File: src/hw/rtl/brs_pkg.sv
// ----------------------------------------------------------------------------
// Bilevel row shear package
// Shared constants, register indexes and the per-item plan structure.
// ----------------------------------------------------------------------------
package brs_pkg;

  localparam int unsigned MAX_ROW_BYTES = 4096;
  localparam int unsigned MAX_PAD_BYTES = 62;
  localparam int unsigned RESULT_LIMIT  = 64;

  localparam int unsigned CNT_W   = 7;   // holds 0..RESULT_LIMIT and candidate counts
  localparam int unsigned LEAD_W  = 6;
  localparam int unsigned LEN_W   = 13;
  localparam int unsigned STEP_W  = 16;
  localparam int unsigned CFG_IDX_W  = 8;
  localparam int unsigned CFG_DATA_W = 16;

  localparam logic [LEN_W-1:0]  ROW_LEN_CAP = LEN_W'(MAX_ROW_BYTES + MAX_PAD_BYTES);
  localparam logic [LEAD_W-1:0] LEAD_CEIL   = LEAD_W'(MAX_PAD_BYTES);
  localparam logic [CNT_W-1:0]  RES_LIMIT   = CNT_W'(RESULT_LIMIT);
  // Tail byte plus the longest padding run.
  localparam logic [CNT_W-1:0]  END_EXTRA   = CNT_W'(MAX_PAD_BYTES + 1);
  localparam logic [7:0]        WHITE       = 8'hFF;

  // Configuration register indexes.
  localparam logic [CFG_IDX_W-1:0] REG_ROWS_PER_STEP = CFG_IDX_W'(0);
  localparam logic [CFG_IDX_W-1:0] REG_NEW_ROW_BYTES = CFG_IDX_W'(1);

  // Everything the result sequencer needs to expand one input item.
  typedef struct packed {
    logic [CNT_W-1:0]  cnt;       // number of result items, 0..64
    logic [LEAD_W-1:0] lead_pos;  // position of the data byte in the sequence
    logic [7:0]        data;      // shifted source byte with carried bits
    logic [7:0]        tail;      // closing byte of the row
    logic              row_flag;  // last result also closes the output row
  } plan_t;

endpackage

File: src/hw/rtl/brs_row_ctrl.sv
// ----------------------------------------------------------------------------
// Bilevel row shear row control
// Holds the shear state and configuration and plans the results of one item.
// ----------------------------------------------------------------------------
module brs_row_ctrl (
  input  logic                            clk,
  input  logic                            rst_n,
  input  logic                            accept,
  input  logic [7:0]                      pixel_byte,
  input  logic                            row_end,
  input  logic                            cfg_we,
  input  logic [brs_pkg::CFG_IDX_W-1:0]   cfg_index,
  input  logic [brs_pkg::CFG_DATA_W-1:0]  cfg_data,
  output brs_pkg::plan_t                  plan
);

  logic [brs_pkg::STEP_W-1:0] rows_per_step_r;
  logic [brs_pkg::LEN_W-1:0]  new_row_bytes_r;
  logic [2:0]                 bit_shift_r;
  logic [brs_pkg::LEAD_W-1:0] lead_bytes_r;
  logic [brs_pkg::STEP_W-1:0] step_countdown_r;
  logic [7:0]                 carry_bits_r;
  logic                       in_row_r;
  logic [brs_pkg::LEN_W-1:0]  out_count_r;

  logic                       row_start;
  logic [7:0]                 carry_cur;
  logic [15:0]                shifted;
  logic [brs_pkg::LEN_W-1:0]  row_len;
  logic [brs_pkg::LEN_W-1:0]  room;
  logic [brs_pkg::CNT_W-1:0]  cand;
  logic [brs_pkg::CNT_W-1:0]  cand_lim;
  logic [brs_pkg::CNT_W-1:0]  cnt;
  logic [brs_pkg::LEAD_W-1:0] lead_pos;
  logic [brs_pkg::STEP_W-1:0] countdown_dec;
  logic [brs_pkg::STEP_W-1:0] reload;
  logic [brs_pkg::STEP_W-1:0] half_cfg;
  logic                       at_ceiling;

  assign row_start = !in_row_r;
  assign carry_cur = row_start ? ~(brs_pkg::WHITE >> bit_shift_r) : carry_bits_r;
  assign shifted   = {pixel_byte, 8'h00} >> bit_shift_r;
  assign lead_pos  = row_start ? lead_bytes_r : '0;

  assign row_len = (new_row_bytes_r < brs_pkg::ROW_LEN_CAP) ? new_row_bytes_r
                                                             : brs_pkg::ROW_LEN_CAP;
  assign room    = (row_len > out_count_r) ? (row_len - out_count_r) : '0;

  // Candidate bytes: lead fill, the data byte, and at row end the tail and padding.
  assign cand     = brs_pkg::CNT_W'(lead_pos) + brs_pkg::CNT_W'(1)
                  + (row_end ? brs_pkg::END_EXTRA : '0);
  assign cand_lim = (cand > brs_pkg::RES_LIMIT) ? brs_pkg::RES_LIMIT : cand;
  assign cnt      = (room < brs_pkg::LEN_W'(cand_lim)) ? room[brs_pkg::CNT_W-1:0] : cand_lim;

  always_comb begin
    plan.cnt      = cnt;
    plan.lead_pos = lead_pos;
    plan.data     = carry_cur | shifted[15:8];
    plan.tail     = shifted[7:0] | (brs_pkg::WHITE >> bit_shift_r);
    plan.row_flag = row_end || (brs_pkg::LEN_W'(cnt) == room);
  end

  assign countdown_dec = step_countdown_r - brs_pkg::STEP_W'(1);
  assign reload        = (rows_per_step_r == '0) ? brs_pkg::STEP_W'(1) : rows_per_step_r;
  assign half_cfg      = (cfg_data[brs_pkg::CFG_DATA_W-1:1] == '0) ? brs_pkg::STEP_W'(1)
                       : brs_pkg::STEP_W'(cfg_data[brs_pkg::CFG_DATA_W-1:1]);
  assign at_ceiling    = (lead_bytes_r >= brs_pkg::LEAD_CEIL) && (bit_shift_r == 3'd7);

  always_ff @(posedge clk) begin
    if (!rst_n) begin
      rows_per_step_r  <= brs_pkg::STEP_W'(1);
      new_row_bytes_r  <= brs_pkg::LEN_W'(1);
      bit_shift_r      <= '0;
      lead_bytes_r     <= '0;
      step_countdown_r <= brs_pkg::STEP_W'(1);
      carry_bits_r     <= '0;
      in_row_r         <= 1'b0;
      out_count_r      <= '0;
    end else begin
      if (accept) begin
        in_row_r     <= !row_end;
        carry_bits_r <= row_end ? 8'h00 : shifted[7:0];
        out_count_r  <= row_end ? '0 : (out_count_r + brs_pkg::LEN_W'(cnt));
        if (row_end) begin
          if (countdown_dec == '0) begin
            step_countdown_r <= reload;
            if (!at_ceiling) begin
              if (bit_shift_r == 3'd7) begin
                bit_shift_r  <= '0;
                lead_bytes_r <= lead_bytes_r + brs_pkg::LEAD_W'(1);
              end else begin
                bit_shift_r <= bit_shift_r + 3'd1;
              end
            end
          end else begin
            step_countdown_r <= countdown_dec;
          end
        end
      end
      if (cfg_we) begin
        if (cfg_index == brs_pkg::REG_ROWS_PER_STEP) begin
          rows_per_step_r  <= cfg_data;
          step_countdown_r <= half_cfg;
        end else if (cfg_index == brs_pkg::REG_NEW_ROW_BYTES) begin
          new_row_bytes_r <= cfg_data[brs_pkg::LEN_W-1:0];
        end
      end
    end
  end

endmodule

File: src/hw/rtl/bilevel_row_shear_core.sv
// ----------------------------------------------------------------------------
// Bilevel row shear core
// Horizontal shear of a 1-bit-per-pixel image streamed one byte per item.
// ----------------------------------------------------------------------------
// Each accepted source byte expands into zero or more output items, one per
// cycle while out_stall is low: at the start of a row the whole white lead
// bytes come first, then the source byte shifted right by the current bit
// offset, and at the end of a row the tail byte and up to 62 white padding
// bytes, cut off at the output row length. A byte in the middle of a row makes
// at most one item, so such bytes stream at one per cycle while out_stall is
// low; a row-start or row-end byte makes up to 64 items, and in_stall stays
// high while they drain through the result sequencer. An item that makes no
// result (row already full) leaves the sequencer empty and does not stall.
// Results pass through the sequencer register and then the output register.
// Configuration writes are always taken (cfg_ready is tied high) and must
// only be issued while no item is in flight.
module bilevel_row_shear_core (
  input  logic                            clk,
  input  logic                            rst_n,
  // Source byte channel.
  input  logic                            in_valid,
  output logic                            in_stall,
  input  logic [7:0]                      in_pixel_byte,
  input  logic                            in_row_end,
  // Result channel.
  output logic                            out_valid,
  input  logic                            out_stall,
  output logic [7:0]                      out_out_byte,
  output logic                            out_run_last,
  output logic                            out_row_last,
  // Configuration write channel.
  input  logic                            cfg_valid,
  output logic                            cfg_ready,
  input  logic [brs_pkg::CFG_IDX_W-1:0]   cfg_index,
  input  logic [brs_pkg::CFG_DATA_W-1:0]  cfg_data
);

  brs_pkg::plan_t              plan;
  brs_pkg::plan_t              gen_plan_r;
  logic                        gen_valid_r;
  logic [brs_pkg::CNT_W-1:0]   gen_idx_r;

  logic                        out_valid_r;
  logic [7:0]                  out_byte_r;
  logic                        out_run_last_r;
  logic                        out_row_last_r;

  logic                        in_acc;
  logic                        out_adv;
  logic                        gen_last;
  logic [brs_pkg::CNT_W-1:0]   lead_pos_ext;
  logic [7:0]                  gen_byte;

  assign cfg_ready = 1'b1;

  brs_row_ctrl u_row_ctrl (
    .clk        (clk),
    .rst_n      (rst_n),
    .accept     (in_acc),
    .pixel_byte (in_pixel_byte),
    .row_end    (in_row_end),
    .cfg_we     (cfg_valid && cfg_ready),
    .cfg_index  (cfg_index),
    .cfg_data   (cfg_data),
    .plan       (plan)
  );

  // The output register moves whenever it is empty or being taken.
  assign out_adv  = !out_valid_r || !out_stall;
  assign gen_last = (gen_idx_r + brs_pkg::CNT_W'(1)) == gen_plan_r.cnt;

  // A new item enters the sequencer as the previous one hands over its last result.
  assign in_stall = gen_valid_r && !(out_adv && gen_last);
  assign in_acc   = in_valid && !in_stall;

  // Byte at the current position: white lead, data, tail, then white padding.
  assign lead_pos_ext = brs_pkg::CNT_W'(gen_plan_r.lead_pos);
  always_comb begin
    if (gen_idx_r == lead_pos_ext) begin
      gen_byte = gen_plan_r.data;
    end else if (gen_idx_r == lead_pos_ext + brs_pkg::CNT_W'(1)) begin
      gen_byte = gen_plan_r.tail;
    end else begin
      gen_byte = brs_pkg::WHITE;
    end
  end

  always_ff @(posedge clk) begin
    if (!rst_n) begin
      gen_valid_r <= 1'b0;
      gen_idx_r   <= '0;
    end else if (in_acc) begin
      gen_valid_r <= (plan.cnt != '0);
      gen_idx_r   <= '0;
    end else if (gen_valid_r && out_adv) begin
      if (gen_last) begin
        gen_valid_r <= 1'b0;
      end else begin
        gen_idx_r <= gen_idx_r + brs_pkg::CNT_W'(1);
      end
    end
  end

  always_ff @(posedge clk) begin
    if (in_acc) begin
      gen_plan_r <= plan;
    end
  end

  always_ff @(posedge clk) begin
    if (!rst_n) begin
      out_valid_r <= 1'b0;
    end else if (out_adv) begin
      out_valid_r <= gen_valid_r;
    end
  end

  always_ff @(posedge clk) begin
    if (out_adv && gen_valid_r) begin
      out_byte_r     <= gen_byte;
      out_run_last_r <= gen_last;
      out_row_last_r <= gen_last && gen_plan_r.row_flag;
    end
  end

  assign out_valid    = out_valid_r;
  assign out_out_byte = out_byte_r;
  assign out_run_last = out_run_last_r;
  assign out_row_last = out_row_last_r;

`ifndef ASSERT_OFF
  // An item only enters while the sequencer is empty or finishing.
  a_accept_when_free: assert property (@(posedge clk) disable iff (!rst_n)
    (in_valid && !in_stall && gen_valid_r) |-> (out_adv && gen_last))
    else $error("item accepted while results still pending");

  // The sequencer position stays inside the planned result count.
  a_idx_in_range: assert property (@(posedge clk) disable iff (!rst_n)
    gen_valid_r |-> ((gen_idx_r < gen_plan_r.cnt) && (gen_plan_r.cnt <= brs_pkg::RES_LIMIT)))
    else $error("result index outside planned count");

  // A pending result always reaches an empty output register in the next cycle.
  a_gen_fills_out: assert property (@(posedge clk) disable iff (!rst_n)
    (gen_valid_r && !out_valid_r) |=> out_valid_r)
    else $error("pending result did not reach the output register");

  // Row end marking is only ever placed on the last result of an item.
  a_row_last_on_run_last: assert property (@(posedge clk) disable iff (!rst_n)
    (out_valid_r && out_row_last_r) |-> out_run_last_r)
    else $error("row end marked on a result that is not the last of its item");
`endif

endmodule
File: config.mk
export PLATFORM = sky130hd
export DESIGN_NAME = bilevel_row_shear_core
export DESIGN_NICKNAME = d
export VERILOG_FILES = /design/src/hw/rtl/brs_pkg.sv /design/src/hw/rtl/brs_row_ctrl.sv /design/src/hw/rtl/bilevel_row_shear_core.sv
export SDC_FILE = /design/constraint.sdc
export NUM_CORES = 1
export LEC_CHECK = 0
export ABC_AREA = 0
export BUFFER_PORTS_ARGS = -buffer_cell sky130_fd_sc_hd__buf_4
export CAP_MARGIN = 20
export CORE_MARGIN = 5
export CORE_UTILIZATION = 45
export CTS_BUF_LIST = sky130_fd_sc_hd__clkbuf_8
export CTS_CLUSTER_SIZE = 24
export DETAILED_ROUTE_END_ITERATION = 7
export GPL_TIMING_DRIVEN = 0
export PLACE_DENSITY = 0.6
export SLEW_MARGIN = 20
export SYNTH_ARGS = -nofsm -noshare
export SYNTH_HDL_FRONTEND = slang
export SYNTH_SLANG_ARGS = --single-unit
File: constraint.sdc
create_clock -name clk -period 12.2 [get_ports clk]
set_input_delay 1.83 -clock clk [delete_from_list [all_inputs] [get_ports clk]]
set_output_delay 1.83 -clock clk [all_outputs]
set_load 0.01 [all_outputs]
# Word-level counts from Yosys, hierarchy flattened

Cells that the tools add are included.
W data, S select, Z words.

Add/subtract/negate cells: 9
Multipliers: 0
Divide/modulo/power cells: 0
$lt $le $gt $ge: 5
Equal/unequal tests: 6
Shifts and indexed selects: 2
Mux-type cells: 22
Bitwise logic cells: 7
Reductions and logical operators: 27

Operators with widths:

| cell                    | number |
|---|---|
| $mux W16                | 6 |
| $mux W13                | 3 |
| $logic_not A16 Y1       | 2 |
| $mux W8                 | 4 |
| $or A8 B8 Y8            | 2 |
| $shr A16 B3 Y16         | 1 |
| $sub A16 B1 Y16 const B | 1 |
| $logic_not A15 Y1       | 1 |
| $mux W15                | 1 |
| $add A6 B1 Y7 const B   | 2 |
| $eq A7 B7 Y1            | 2 |
| $mux W7                 | 2 |
| $add A13 B7 Y13         | 1 |
| $eq A7 B13 Y1           | 1 |
| $gt A13 B13 Y1          | 1 |
| $lt A13 B13 Y1 const B  | 1 |
| $lt A13 B7 Y1           | 1 |
| $sub A13 B13 Y13        | 1 |
| $mux W6                 | 2 |
| $eq A8 B1 Y1 const B    | 1 |
| $logic_not A8 Y1        | 1 |
| $not A8 Y8              | 1 |
| $shr A8 B3 Y8 const A   | 1 |
| $add A7 B1 Y7 const B   | 1 |
| 20 further kinds        | 38 |

Register bits: 125
Bits in latches: 0
Memory bits (writable): 0
ROM bits: 0
Input port bits: 38
Output and inout port bits: 13
Logic and storage cells: 97
Memories: 0

# Longest topological paths before layout

Depth in word-level cells: 10
Mapped depth: 33
Mapped depth without buffers: 31

# Hierarchy

Synthesis repeated with hierarchy kept, for this count alone.

Cells, all modules: 923
Area, all modules: 7835.0 um2

By module, submodules not included:

| module                 | times used | cells an instance | area an instance (um2) | sequential area each (um2) |
|---|---|---|---|---|
| brs_row_ctrl           | 1          | 760               | 5681.7                 | 1501.4 |
| bilevel_row_shear_core | 1          | 163               | 2153.3                 | 1381.3 |

# Least setup slack after synthesis

No wires, ideal clock.

Path type: input to register
Start point: in in_row_end
End point: reg u_row_ctrl.out_count_r[12] (netlist bit)
Arrival: 7172 ps
Required time: 12128 ps
Setup slack: 4957 ps
Cell stages on the path: 30
Path buffers: 2
Cells stage by stage: clkbuf_1 > inv_1 > ha_1 > fa_1 > nand2b_1 > a21oi_1 > o31a_1 > inv_1 > nand2_1 > ha_1 > a21o_1 > a21oi_1 > nor2b_1 > o21ai_0 > nand2b_1 > a221oi_1 > o21a_1 > buf_2 > mux2i_1 > ha_1 > inv_1 > fa_1 > nor2b_1 > o21ai_0 > a21boi_0 > o21a_1 > o21a_1 > o211ai_1 > or3_1 > a21oi_1

RTL lines:

| what                 | line                         | text |
|---|---|---|
| from (decl)          | bilevel_row_shear_core.sv:24 | `input logic in_row_end,` |
| to (signal assigned) | brs_row_ctrl.sv:83           | `out_count_r <= row_end ? '0 : (out_count_r + brs_pkg::LEN_W'(cnt));` |
| to (decl)            | brs_row_ctrl.sv:24           | `logic [brs_pkg::LEN_W-1:0] out_count_r;` |

==> flow_metrics.env <==
export IMPL_p_per_area_nw_per_um2=212
export IMPL_ctsHoldBuffers=0
export IMPL_grt_usage_pct=20.3
export IMPL_yosysTopAreaCellShare_pct=21.5
export IMPL_power_share_combinational_pct=52.6
export IMPL_finalSetupViolCount=0
export IMPL_ys_async_sr_fraction_pct=0
export IMPL_cts_max_path_buffers=2
export IMPL_fin_crit_sh_pct=68.9
export IMPL_wl_per_cell_um=16.4
export IMPL_peakVddDrop_v=0.000181
export IMPL_grt_max_degree=35
export IMPL_syn_to_final_growth_pct=13.1
export IMPL_synth_nets=1014
export IMPL_synth_top_area_cell="dfxtp_1"
export IMPL_drive_gt1_share_pct=11.5
export IMPL_cpMaxStageDelayCell="clkbuf_1"
export IMPL_cts_tree="yes"
export IMPL_post_cts_buffers=0
export IMPL_final_cell_mix="nand2_1, dfxtp_1, a21oi_1, nor2_1, inv_1"
export IMPL_clkTransAtPathRegs_ns=0.08
export IMPL_synth_fa_ha_area_share_pct=7.47
export IMPL_final_nets=1080
export IMPL_finalClockSkew_ns=0.0146
export IMPL_synthCells=931
export IMPL_seqPwrFrac_pct=28.0
export IMPL_start_util_pct=45.6
export IMPL_drcViolationCount=0
export IMPL_ys_types=71
export IMPL_syn_area_per_cell_um2=8.42
export IMPL_cts_sinks=123
export IMPL_synth_edff_count=39
export IMPL_p_leak_uw=0.00349
export IMPL_p_switching_uw=772
export IMPL_switching_share_pct=41.1
export IMPL_fp_row_count=48
export IMPL_fmax_mhz=119
export IMPL_synth_compound_area_share_pct=17.9
export IMPL_io_pins=51
export IMPL_placed_area_um2=8470
export IMPL_worstMarginPinSlew_ns=1.01
export IMPL_final_common_cell="nand2_1"
export IMPL_crit_path_end_kind="flip-flop"
export IMPL_n_antenna_cell=0
export IMPL_postLayoutCellArea_um2=8860
export IMPL_first_iter_violations=479
export IMPL_coreArea_um2=17200
export IMPL_slew_headroom_pct=32.6
export IMPL_crit_fanout=10
export IMPL_yosys_area_share_simple_pct=23.2
export IMPL_wirelength_mm=20.3
export IMPL_rsz0062_at_grt="no"
export IMPL_synth_xor_area_share_pct=5.14
export IMPL_hpwlAfterDp_mm=15.4
export IMPL_synth_top_family_by_area="simple AND/OR/NAND/NOR gates"
export IMPL_min_period_ns=8.40
export IMPL_hold_path_class="reg2reg"
export IMPL_antenna_found_initial=0
export IMPL_finalSetupTns_ns=0
export IMPL_port_buffers=47
export IMPL_htreeDepth=4
export IMPL_grt_pass1_vias=6498
export IMPL_seq_area_frac_synth_pct=36.4
export IMPL_netlist_area_um2=7840
export IMPL_cts_resized=0
export IMPL_slew_viol_final=0
export IMPL_ys_flop_type="dfxtp_1"
export IMPL_grt_ovfl_total=0
export IMPL_clockPowerShare_pct=19.4
export IMPL_ys_warnings_count=0
export IMPL_hold_viol=0
export IMPL_routabilityCongestion=0.875
export IMPL_critPathMaxStageDelay_ns=0.47
export IMPL_status="completed"
export IMPL_path_class="in2reg"
export IMPL_ant_nets=0
export IMPL_dr_total_vias=6908
export IMPL_vias_per_cell=5.59
export IMPL_muxShareOfSynthArea_pct=5.16
export IMPL_wl_met2_mm=9.21
export IMPL_p_int_uw=1110
export IMPL_ctsRootBufferMaster="clkbuf_8"
export IMPL_highest_layer="met4"
export IMPL_fp_dieH_um=142
export IMPL_die_w_um=142
export IMPL_ys_seq_elements=123
export IMPL_maxCapViolCount=0
export IMPL_arrival_ns=8.78
export IMPL_wl_met1_mm=9.75
export IMPL_synth_area_leaders="dfxtp_1, edfxtp_1, ha_1, nand2_1, a21oi_1"
export IMPL_start_kind="input port"
export IMPL_wl_met3_mm=1.03
export IMPL_drt_pass1_iter_count=5
export IMPL_crit_required_ns=12.58
export IMPL_numCtsBuffers=17
export IMPL_die_area_um2=20200
export IMPL_clk_latency_ns=0.45
export IMPL_grt_pass1_wl_mm=33.0
[worst max-delay path, delay by kind of cell]
family,cells,cell delay [ns]
fa+ha+maj,5,1.66
compound gates,11,2.19
simple gates,5,1.00
buf+inv,6,1.42
mux,2,0.67
[registers in the layout, indices dropped and copies added, names as in the netlist]
| register | count |
|---|---|
| gen_idx_r | 7 |
| gen_plan_r | 29 |
| gen_valid_r | 1 |
| out_out_byte | 8 |
| out_row_last | 1 |
| out_run_last | 1 |
| out_valid | 1 |
| u_row_ctrl.bit_shift_r | 3 |
| u_row_ctrl.carry_bits_r | 7 |
| u_row_ctrl.in_row_r | 1 |
| u_row_ctrl.lead_bytes_r | 6 |
| u_row_ctrl.new_row_bytes_r | 13 |
| u_row_ctrl.out_count_r | 13 |
| u_row_ctrl.rows_per_step_r | 16 |
| u_row_ctrl.step_countdown_r | 16 |
[logic make-up after synthesis]
kind of cell / after synthesis
AND/OR/NAND/NOR: 365
AO/OA/AOI/OAI: 220
flip-flops: 123
buffers and inverters: 93
XOR/XNOR: 46
adder cells (fa/ha/maj): 45
multiplexers: 38
other: 1
[final cells by class]
cell class                 count  area (um^2)
inverter                      51          191
tap                          225          282
clock inverter                15          158
sequential                   123         2850
timing repair buffer          47          353
clock buffer                  17          234
fill                        1664         8310
multi-input combinational    715         4620
buffer                        42          171
[layer usage]
layer | vias up | global-route usage (%)
met5 | - | 0
met4 | 0 | 6.01
met3 | 28 | 3.76
met2 | 186 | 32.6
met1 | 3211 | 27.9
li1 | 3483 | -
[through the flow]
step	std cells	total power, uW	hold WS (ns)	setup WS [ns]	util (%)
2_1_floorplan	931	1280	0.432	4.96	-
3_3_place_gp	1203	1510	0.442	3.46	49.3
3_5_place_dp	1203	1510	0.445	3.41	49.3
4_1_cts	1235	1870	0.455	3.88	51.6
5_1_grt	1235	2010	0.490	3.11	51.6
6_report	1235	1880	0.453	3.80	51.6
[worst paths after layout]
check	endpoint	slack, ns	cells past startpoint	startpoint
worst max register to register	u_row_ctrl.out_count_r[12]	3.83	32	u_row_ctrl.new_row_bytes_r[11]
worst max-delay path	u_row_ctrl.out_count_r[12]	3.80	29	in_row_end
worst min-delay path	u_row_ctrl.carry_bits_r[6]	0.45	2	u_row_ctrl.carry_bits_r[6]
worst min register to register	u_row_ctrl.carry_bits_r[6]	0.45	2	u_row_ctrl.carry_bits_r[6]
[cell usage after synthesis, drive strengths merged (11+ instances only)]
cell type / n
xnor2: 25
edfxtp: 39
or2: 13
xor2: 21
a21oi: 72
nor3: 18
buf: 12
mux2i: 28
nor2b: 24
or3: 16
o31ai: 14
inv: 49
nand4: 11
nor4: 14
ha: 42
nor2: 72
nand3: 34
nand2b: 14
dfxtp: 84
clkbuf: 30
o21ai: 45
nand2: 110
[power by group through the flow]
stage               registers (uW)  logic (uW)  clock network [uW]
floorplan                      528         752                   0
global placement               534         971                   0
detailed placement             534         971                   0
CTS                            525         975                 374
global route                   531        1090                 390
finish                         525         987                 365
(Power assumes the default switching activity.)
